===== src/ewas_pkg.sv =====
// Shared types and constants for the EEPROM word access sequencer.
// No dependencies; every other file imports this package.
package ewas_pkg;

    localparam logic [15:0] CMD_WRITE     = 16'h6E20;
    localparam logic [15:0] CMD_ADDR_ONLY = 16'h2620;
    localparam logic [15:0] CMD_READ_STOP = 16'h2C20;

    localparam logic [6:0] RST_BASE_ADDR    = 7'd80;
    localparam logic [7:0] RST_WRITE_SETTLE = 8'd10;
    localparam logic [7:0] RST_READ_SETTLE  = 8'd1;
    localparam logic [7:0] RST_TIMEOUT      = 8'd50;
    localparam logic [7:0] BUSY_MAX         = 8'hFF;

    typedef enum logic [1:0] {
        REQ_NONE  = 2'd0,
        REQ_WRITE = 2'd1,
        REQ_READ  = 2'd2,
        REQ_RSVD  = 2'd3
    } t_req;

    typedef enum logic [1:0] {
        DONE_NONE  = 2'd0,
        DONE_WRITE = 2'd1,
        DONE_READ  = 2'd2
    } t_done;

    typedef enum logic [1:0] {
        CFG_BASE_ADDR    = 2'd0,
        CFG_WRITE_SETTLE = 2'd1,
        CFG_READ_SETTLE  = 2'd2,
        CFG_TIMEOUT      = 2'd3
    } t_cfg_reg;

    typedef enum logic [3:0] {
        ST_IDLE     = 4'd0,
        ST_W_START  = 4'd1,
        ST_W_ADDR   = 4'd2,
        ST_W_LOW    = 4'd3,
        ST_W_HIGH   = 4'd4,
        ST_W_SETTLE = 4'd5,
        ST_W_FINISH = 4'd6,
        ST_R_START  = 4'd7,
        ST_R_ACCESS = 4'd8,
        ST_R_FIRST  = 4'd9,
        ST_R_SECOND = 4'd10,
        ST_R_FINISH = 4'd11,
        ST_R_SETTLE = 4'd12
    } t_state;

    typedef struct packed {
        logic [1:0]  mode;
        logic [2:0]  page;
        logic [6:0]  word_address;
        logic [15:0] write_data;
        logic        bus_busy;
        logic        tx_ready;
        logic        access_ready;
        logic        rx_ready;
        logic [7:0]  rx_byte;
    } t_in_item;

    typedef struct packed {
        logic        accepted;
        logic        command_valid;
        logic [6:0]  target_address;
        logic [1:0]  byte_count;
        logic [15:0] command_word;
        logic        send_valid;
        logic [7:0]  send_byte;
        logic [1:0]  completion;
        logic [15:0] read_word;
        logic        timeout;
    } t_out_item;

    // Input stage contents handed to the sequencer.
    typedef struct packed {
        logic     valid;
        t_in_item item;
    } t_stage;

endpackage


===== src/ewas_seq.sv =====
// Sequencer core: configuration registers, sequence state and the per-beat step.
// Depends on ewas_pkg.
module ewas_seq
    import ewas_pkg::*;
(
    input  logic      i_clk,
    input  logic      i_rst_n,
    input  logic      i_cfg_we,
    input  logic [1:0] i_cfg_index,
    input  logic [7:0] i_cfg_data,
    input  t_stage    i_stage,
    input  logic      i_commit,
    output t_out_item o_result
);

    logic [6:0]  r_base;
    logic [7:0]  r_wsettle, r_rsettle, r_tmo;

    t_state      r_state, n_state;
    logic [7:0]  r_busy, n_busy;
    logic [7:0]  r_settle, n_settle;
    logic [7:0]  r_low, n_low;
    logic [2:0]  r_page, n_page;
    logic [6:0]  r_addr, n_addr;
    logic [15:0] r_data, n_data;

    t_state      s_cur;
    logic        s_latch;
    t_in_item    s_in;
    t_out_item   s_res;

    always_ff @(posedge i_clk) begin
        if (!i_rst_n) begin
            r_base    <= RST_BASE_ADDR;
            r_wsettle <= RST_WRITE_SETTLE;
            r_rsettle <= RST_READ_SETTLE;
            r_tmo     <= RST_TIMEOUT;
        end else if (i_cfg_we) begin
            case (t_cfg_reg'(i_cfg_index))
                CFG_BASE_ADDR:    r_base    <= i_cfg_data[6:0];
                CFG_WRITE_SETTLE: r_wsettle <= i_cfg_data;
                CFG_READ_SETTLE:  r_rsettle <= i_cfg_data;
                CFG_TIMEOUT:      r_tmo     <= i_cfg_data;
                default: ;
            endcase
        end
    end

    always_ff @(posedge i_clk) begin
        if (!i_rst_n) begin
            r_state  <= ST_IDLE;
            r_busy   <= '0;
            r_settle <= '0;
            r_low    <= '0;
            r_page   <= '0;
            r_addr   <= '0;
            r_data   <= '0;
        end else if (i_commit && i_stage.valid) begin
            r_state  <= n_state;
            r_busy   <= n_busy;
            r_settle <= n_settle;
            r_low    <= n_low;
            r_page   <= n_page;
            r_addr   <= n_addr;
            r_data   <= n_data;
        end
    end

    always_comb begin
        s_in    = i_stage.item;
        s_latch = (r_state == ST_IDLE) &&
                  (s_in.mode == REQ_WRITE || s_in.mode == REQ_READ);
        s_cur   = r_state;
        n_page  = r_page;
        n_addr  = r_addr;
        n_data  = r_data;
        if (s_latch) begin
            s_cur  = (s_in.mode == REQ_WRITE) ? ST_W_START : ST_R_START;
            n_page = s_in.page;
            n_addr = s_in.word_address;
            n_data = s_in.write_data;
        end
        n_state  = s_cur;
        n_busy   = (r_busy != BUSY_MAX) ? r_busy + 8'd1 : r_busy;
        n_settle = r_settle;
        n_low    = r_low;

        s_res          = '0;
        s_res.accepted = s_latch;

        case (s_cur)
            ST_W_START: begin
                if (!s_in.bus_busy) begin
                    s_res.command_valid  = 1'b1;
                    s_res.target_address = r_base + {4'b0, n_page};
                    s_res.byte_count     = 2'd3;
                    s_res.command_word   = CMD_WRITE;
                    n_state = ST_W_ADDR;
                end
            end
            ST_W_ADDR: begin
                if (s_in.tx_ready) begin
                    s_res.send_valid = 1'b1;
                    s_res.send_byte  = {n_addr, 1'b0};
                    n_state = ST_W_LOW;
                end
            end
            ST_W_LOW: begin
                if (s_in.tx_ready) begin
                    s_res.send_valid = 1'b1;
                    s_res.send_byte  = n_data[7:0];
                    n_state = ST_W_HIGH;
                end
            end
            ST_W_HIGH: begin
                if (s_in.tx_ready) begin
                    s_res.send_valid = 1'b1;
                    s_res.send_byte  = n_data[15:8];
                    n_settle = '0;
                    n_state  = ST_W_SETTLE;
                end
            end
            ST_W_SETTLE: begin
                if (r_settle >= r_wsettle) n_state = ST_W_FINISH;
                else                       n_settle = r_settle + 8'd1;
            end
            ST_W_FINISH: begin
                if (!s_in.bus_busy) begin
                    s_res.completion = DONE_WRITE;
                    n_busy  = '0;
                    n_state = ST_IDLE;
                end
            end
            ST_R_START: begin
                if (!s_in.bus_busy) begin
                    s_res.command_valid  = 1'b1;
                    s_res.target_address = r_base + {4'b0, n_page};
                    s_res.byte_count     = 2'd1;
                    s_res.command_word   = CMD_ADDR_ONLY;
                    s_res.send_valid     = 1'b1;
                    s_res.send_byte      = {n_addr, 1'b0};
                    n_state = ST_R_ACCESS;
                end
            end
            ST_R_ACCESS: begin
                if (s_in.access_ready) begin
                    s_res.command_valid  = 1'b1;
                    s_res.target_address = r_base + {4'b0, n_page};
                    s_res.byte_count     = 2'd2;
                    s_res.command_word   = CMD_READ_STOP;
                    n_settle = '0;
                    n_state  = ST_R_FIRST;
                end
            end
            ST_R_FIRST: begin
                if (s_in.rx_ready) begin
                    n_low   = s_in.rx_byte;
                    n_state = ST_R_SECOND;
                end
            end
            ST_R_SECOND: begin
                if (s_in.rx_ready) begin
                    n_data  = {s_in.rx_byte, r_low};
                    n_state = ST_R_FINISH;
                end
            end
            ST_R_FINISH: begin
                if (!s_in.bus_busy) begin
                    n_settle = '0;
                    n_state  = ST_R_SETTLE;
                end
            end
            ST_R_SETTLE: begin
                if (r_settle >= r_rsettle) begin
                    s_res.completion = DONE_READ;
                    s_res.read_word  = n_data;
                    n_busy  = '0;
                    n_state = ST_IDLE;
                end else begin
                    n_settle = r_settle + 8'd1;
                end
            end
            default: begin
                // idle with no request (and any stray code): counter held at zero
                n_state = ST_IDLE;
                n_busy  = '0;
            end
        endcase

        s_res.timeout = (n_busy >= r_tmo);
        o_result = s_res;
    end

endmodule


===== src/ewas_out_reg.sv =====
// Result register with valid/stall handshake toward the consumer.
// Depends on ewas_pkg.
module ewas_out_reg
    import ewas_pkg::*;
(
    input  logic      i_clk,
    input  logic      i_rst_n,
    input  logic      i_load,
    input  t_out_item i_result,
    input  logic      i_stall,
    output logic      o_room,
    output logic      o_valid,
    output t_out_item o_item
);

    logic      r_valid;
    t_out_item r_item;

    // room when empty or when the held beat leaves this cycle
    assign o_room  = !r_valid || !i_stall;
    assign o_valid = r_valid;
    assign o_item  = r_item;

    always_ff @(posedge i_clk) begin
        if (!i_rst_n) begin
            r_valid <= 1'b0;
        end else if (o_room) begin
            r_valid <= i_load;
        end
    end

    always_ff @(posedge i_clk) begin
        if (o_room && i_load) begin
            r_item <= i_result;
        end
    end

endmodule


===== src/eeprom_word_access_sequencer_top.sv =====
// Top level of the EEPROM word access sequencer: input register, sequencer core,
// result register. Depends on ewas_pkg, ewas_seq and ewas_out_reg.
//
//   channel | direction | handshake                  | payload
//   --------+-----------+----------------------------+-----------------------
//   in      | to block  | i_in_valid / o_in_stall    | i_in_item  (t_in_item)
//   out     | from block| o_out_valid / i_out_stall  | o_out_item (t_out_item)
//   cfg     | to block  | i_cfg_we (no handshake)    | i_cfg_index, i_cfg_data
//
// One beat per cycle sustained while the output is not stalled; each beat passes
// through the input register, the sequencer step and the result register, in order.
// Reset is synchronous and active low.
// A stall on the output holds the result register; the input register then
// fills and o_in_stall rises, so no beat is dropped.
module eeprom_word_access_sequencer_top
    import ewas_pkg::*;
(
    input  logic       i_clk,
    input  logic       i_rst_n,
    input  logic       i_in_valid,
    output logic       o_in_stall,
    input  t_in_item   i_in_item,
    output logic       o_out_valid,
    input  logic       i_out_stall,
    output t_out_item  o_out_item,
    input  logic       i_cfg_we,
    input  logic [1:0] i_cfg_index,
    input  logic [7:0] i_cfg_data
);

    logic      r_in_valid;
    t_in_item  r_in_item;
    t_stage    s_stage;
    logic      s_room, s_commit, s_take;
    t_out_item s_result;

    assign s_commit   = r_in_valid && s_room;
    assign o_in_stall = r_in_valid && !s_room;
    assign s_take     = i_in_valid && !o_in_stall;
    assign s_stage    = '{valid: r_in_valid, item: r_in_item};

    always_ff @(posedge i_clk) begin
        if (!i_rst_n) begin
            r_in_valid <= 1'b0;
        end else if (s_take) begin
            r_in_valid <= 1'b1;
        end else if (s_commit) begin
            r_in_valid <= 1'b0;
        end
    end

    always_ff @(posedge i_clk) begin
        if (s_take) begin
            r_in_item <= i_in_item;
        end
    end

    ewas_seq u_seq (
        .i_clk       (i_clk),
        .i_rst_n     (i_rst_n),
        .i_cfg_we    (i_cfg_we),
        .i_cfg_index (i_cfg_index),
        .i_cfg_data  (i_cfg_data),
        .i_stage     (s_stage),
        .i_commit    (s_commit),
        .o_result    (s_result)
    );

    ewas_out_reg u_out (
        .i_clk    (i_clk),
        .i_rst_n  (i_rst_n),
        .i_load   (s_commit),
        .i_result (s_result),
        .i_stall  (i_out_stall),
        .o_room   (s_room),
        .o_valid  (o_out_valid),
        .o_item   (o_out_item)
    );

endmodule


===== config.mk =====
export PLATFORM = sky130hd
export DESIGN_NAME = eeprom_word_access_sequencer_top
export DESIGN_NICKNAME = d
export VERILOG_FILES = /design/src/ewas_pkg.sv /design/src/ewas_seq.sv /design/src/ewas_out_reg.sv /design/src/eeprom_word_access_sequencer_top.sv
export SDC_FILE = /design/constraint.sdc
export NUM_CORES = 1
export LEC_CHECK = 0
export ABC_CLOCK_PERIOD_IN_PS = 4580
export BUFFER_PORTS_ARGS = -buffer_cell sky130_fd_sc_hd__buf_2
export CAP_MARGIN = 10
export CORE_MARGIN = 8
export CORE_UTILIZATION = 30
export CTS_CLUSTER_SIZE = 40
export DETAILED_ROUTE_END_ITERATION = 10
export GPL_TIMING_DRIVEN = 0
export HOLD_SLACK_MARGIN = 0.06
export PLACE_DENSITY = 0.51
export SLEW_MARGIN = 20
export SYNTH_ARGS = -nofsm -noshare
export SYNTH_HDL_FRONTEND = slang
export SYNTH_HIERARCHICAL = 1
export SYNTH_SLANG_ARGS = --single-unit

===== constraint.sdc =====
create_clock -name i_clk -period 4.58 [get_ports i_clk]
set_clock_uncertainty 0.2 [all_clocks]
set_input_delay 0.916 -clock i_clk [delete_from_list [all_inputs] [get_ports i_clk]]
set_output_delay 0.916 -clock i_clk [all_outputs]
set_load 0.1 [all_outputs]

==> summary.md <==
| Metric | Value |
|---|---|
| CTS Sinks | 182 |
| Cell Area, Synth | 8390 um^2 |
| Post-CTS Setup Bufs | 0 |
| N_diodes | 0 |
| Vias post-DR | 6455 |
| Max_cap viols | 0 |
| Post-DR wirelength/cell | 17.1 um |
| Main synth FF type | edfxtp_1 |
| Worst path required time | 4.56 ns |
| Post-synth ARST share | 0 |
| # rows | 61 |
| Relative slew slack | 0.335 |
| Root Driver | clkbuf_16 |
| PortBufs | 111 |
| DRT iter0 DRCs | 452 |
| #FFs+latches synth | 182 |
| WL final | 23.1 mm |
| Post-CTS Hold Fix Bufs | 0 |
| Placer congestion estimate | 0.856 |
| Post-DP HPWL | 17.0 mm |
| Power per cell area | 372 nW/um^2 |
| Layout cells sized above 1 | 0.189 |
| CP arrival | 3.60 ns |
| Sequential Area | 4590 um^2 |
| Post-synthesis sequential area ratio | 0.548 |
| Initial antenna violation count | 0 |
| Util after Layout | 0.366 |
| RSZ-0062 raised after global routing | no |
| PostCTS Resize Cnt | 0 |
| Multi-input gate area | 3420 um^2 |
| H-tree Lvls | 4 |
| Warning count from the yosys run | 6 |
| Count of pins over their slew limit | 0 |
| Period utilisation layout | 0.791 |
| # nets final | 1048 |
| Initial Util | 0.304 |
| Peak Freq | 0.276 GHz |
| Die area | 33600 um^2 |
| I/O Pins | 112 |
| Die X | 183 um |
| Critical path class | reg2reg |
| Die Span Y | 183 um |
| GRT overflow | 0 |
| Vias/cell | 4.77 |
| Number of synthesized flops with an enable pin | 95 |
| Status | complete, no violations |
| Fillers | 2862 |
| Setup violators final | 0 |
| Pre-CTS WS | 1.02 ns |
| Peak supply drop | 0.241 mV |
| Max clock buf depth | 2 |
| First-pass GRT wire length | 36.5 mm |
| Netlist cell types | 64 |
| Vias in the first global route | 6511 |
| Average footprint of a synthesized cell | 10.2 um^2 |
| Min-delay worst type | reg2reg |
| Core ar. | 27600 um^2 |
| ANT nets after route | 0 |
| Final Hold Violating Endpoints | 0 |
| Crit path max fanout | 10 |
| DRC | 0 |
| TritonCTS Buffers | 17 |
| Mapped Cells | 821 |
| Setup slack after layout | 0.958 ns |
| Min Clock Period, post-route | 3.62 ns |
| CP Launch Type | register |
| CP endpoint kind | register |
| TritonCTS clock tree | built |
| Largest net degree at the start of global routing | 39 |
| Clk Latency, worst-skew pair | 0.43 ns |
| Worst-margin pin slew | 0.988 ns |
| Leakage | 3.96 nW |
| Area delta synth->final | 20.5% |
| Reg clk slew, reported paths | 0.07 ns |
| 1st-pass router iterations | 5 |
| Tot GR Track Use | 0.139 |
==> cells by family after synthesis <==
logic type,synth area share
simple gates,0.157
flops,0.548
compound gates,0.137
buf+inv,0.0497
mux,0.0495
fa+ha+maj,0.0471
xor+xnor,0.0115
other cells,0.000447
==> worst max-delay path, cell delays in order, from the launching register on <==
cell	delay [ns]
edfxtp_1	0.39
ha_1	0.43
inv_1	0.12
o32a_1	0.34
o21a_1	0.20
a31oi_1	0.28
buf_2	0.27
nor2_1	0.07
ha_1	0.27
a21oi_1	0.14
nor2b_1	0.06
o21ai_0	0.18
a21oi_1	0.10
o41a_1	0.32
==> final cells by class <==
type	instances	area share
repair buffers	113	0.0589
clock buffers	17	0.0421
flip-flops and latches	182	0.455
multi-input cells	557	0.338
plain buffers	53	0.0269
inverters	38	0.0144
well taps	378	0.0468
clock inverters	15	0.0178
==> cell usage after synthesis, types with 4 or more instances <==
library cell	instances	area [um^2]
nand4_1	4	25.0
nor4_1	5	31.3
nor2_1	88	330
nor3_1	9	45.0
inv_1	36	135
mux2i_1	40	400
edfxtp_1	95	2850
ha_1	30	375
a211oi_1	11	82.6
nand3_1	12	60.1
dfxtp_1	87	1740
o22ai_1	15	93.8
o211ai_1	4	30.0
buf_2	4	20.0
nand2_1	104	390
and2_1	5	31.3
nor2b_1	13	81.3
a31oi_1	11	68.8
o21a_1	8	60.1
a21oi_1	68	340
o221ai_1	6	52.6
nand2b_1	12	75.1
and3_1	9	56.3
o21ai_0	24	120
a32o_1	5	50.1
buf_1	7	26.3
buf_4	16	120
xor2_1	4	35.0
nor3b_1	4	30.0
xnor2_1	7	61.3
clkbuf_1	25	93.8
or2_2	4	25.0
or3_1	4	25.0
==> power by group <==
part	internal [mW]	switching (mW)
clock network	0.742	0.731
logic	0.116	0.358
registers	1.78	0.0280
total	2.64	1.12
==> state kept, by name, indices dropped and copies added (netlist names) <==
register and flops:
u_out/o_item 55, r_in_item 40, u_seq/r_data 16, u_seq/r_busy 8
u_seq/r_low 8, u_seq/r_rsettle 8, u_seq/r_settle 8, u_seq/r_tmo 8
u_seq/r_wsettle 8, u_seq/r_addr 7, u_seq/r_base 7, u_seq/r_state 4
u_seq/r_page 3, r_in_valid 1, u_out/o_valid 1
==> cells in the final DEF, fill, tap and decap left out, drive strengths merged, types with 4 or more instances in the layout <==
cell / count
conb: 10
nor4: 5
o21ai: 25
edfxtp: 95
o211ai: 4
buf: 141
xor2: 4
or3: 4
a32o: 5
nor2: 88
nand4: 4
nand3: 12
o22ai: 15
a31oi: 11
o21a: 8
xnor2: 7
nor2b: 14
a211oi: 11
dfxtp: 87
or2: 4
o221ai: 6
and3: 9
mux2i: 40
nor3b: 4
clkbuf: 42
a21oi: 68
and2: 5
nand2: 104
nor3: 10
ha: 30
nand2b: 13
inv: 46
clkinv: 7
==> path summary, 6_finish.rpt <==
path / from / endpoint / slack [ns] / cells after the start
max: r_in_item[38] / u_out/o_item[0] / 0.96 / 13
min: u_seq/r_rsettle[3] / u_seq/r_rsettle[3] / 0.26 / 2
max reg2reg: r_in_item[38] / u_out/o_item[0] / 0.96 / 13
min reg2reg: u_seq/r_rsettle[3] / u_seq/r_rsettle[3] / 0.26 / 2
==> stage by stage <==
step	TNS (ns)	total power, mW	instance area, um^2	hold slack [ns]	cells
global route	0	3.91	10100	0.272	1353
detailed placement	0	2.32	9500	0.247	1321
CTS	0	3.81	10100	0.257	1353
global placement	-8.97	2.32	9450	0.242	1319
finish	0	3.75	10100	0.255	1353
floorplan	0	2.19	8420	0.236	830
==> per-layer routing <==
layer  global-route usage  wire length (um)  up-vias
li1                     -                 -     3199
met1                0.188             10800     3072
met2                0.221             10700      165
met3               0.0289              1270       19
met4               0.0439               324        0
met5                    0                 0        -
Note: power is estimated with default switching activity, not from simulation.
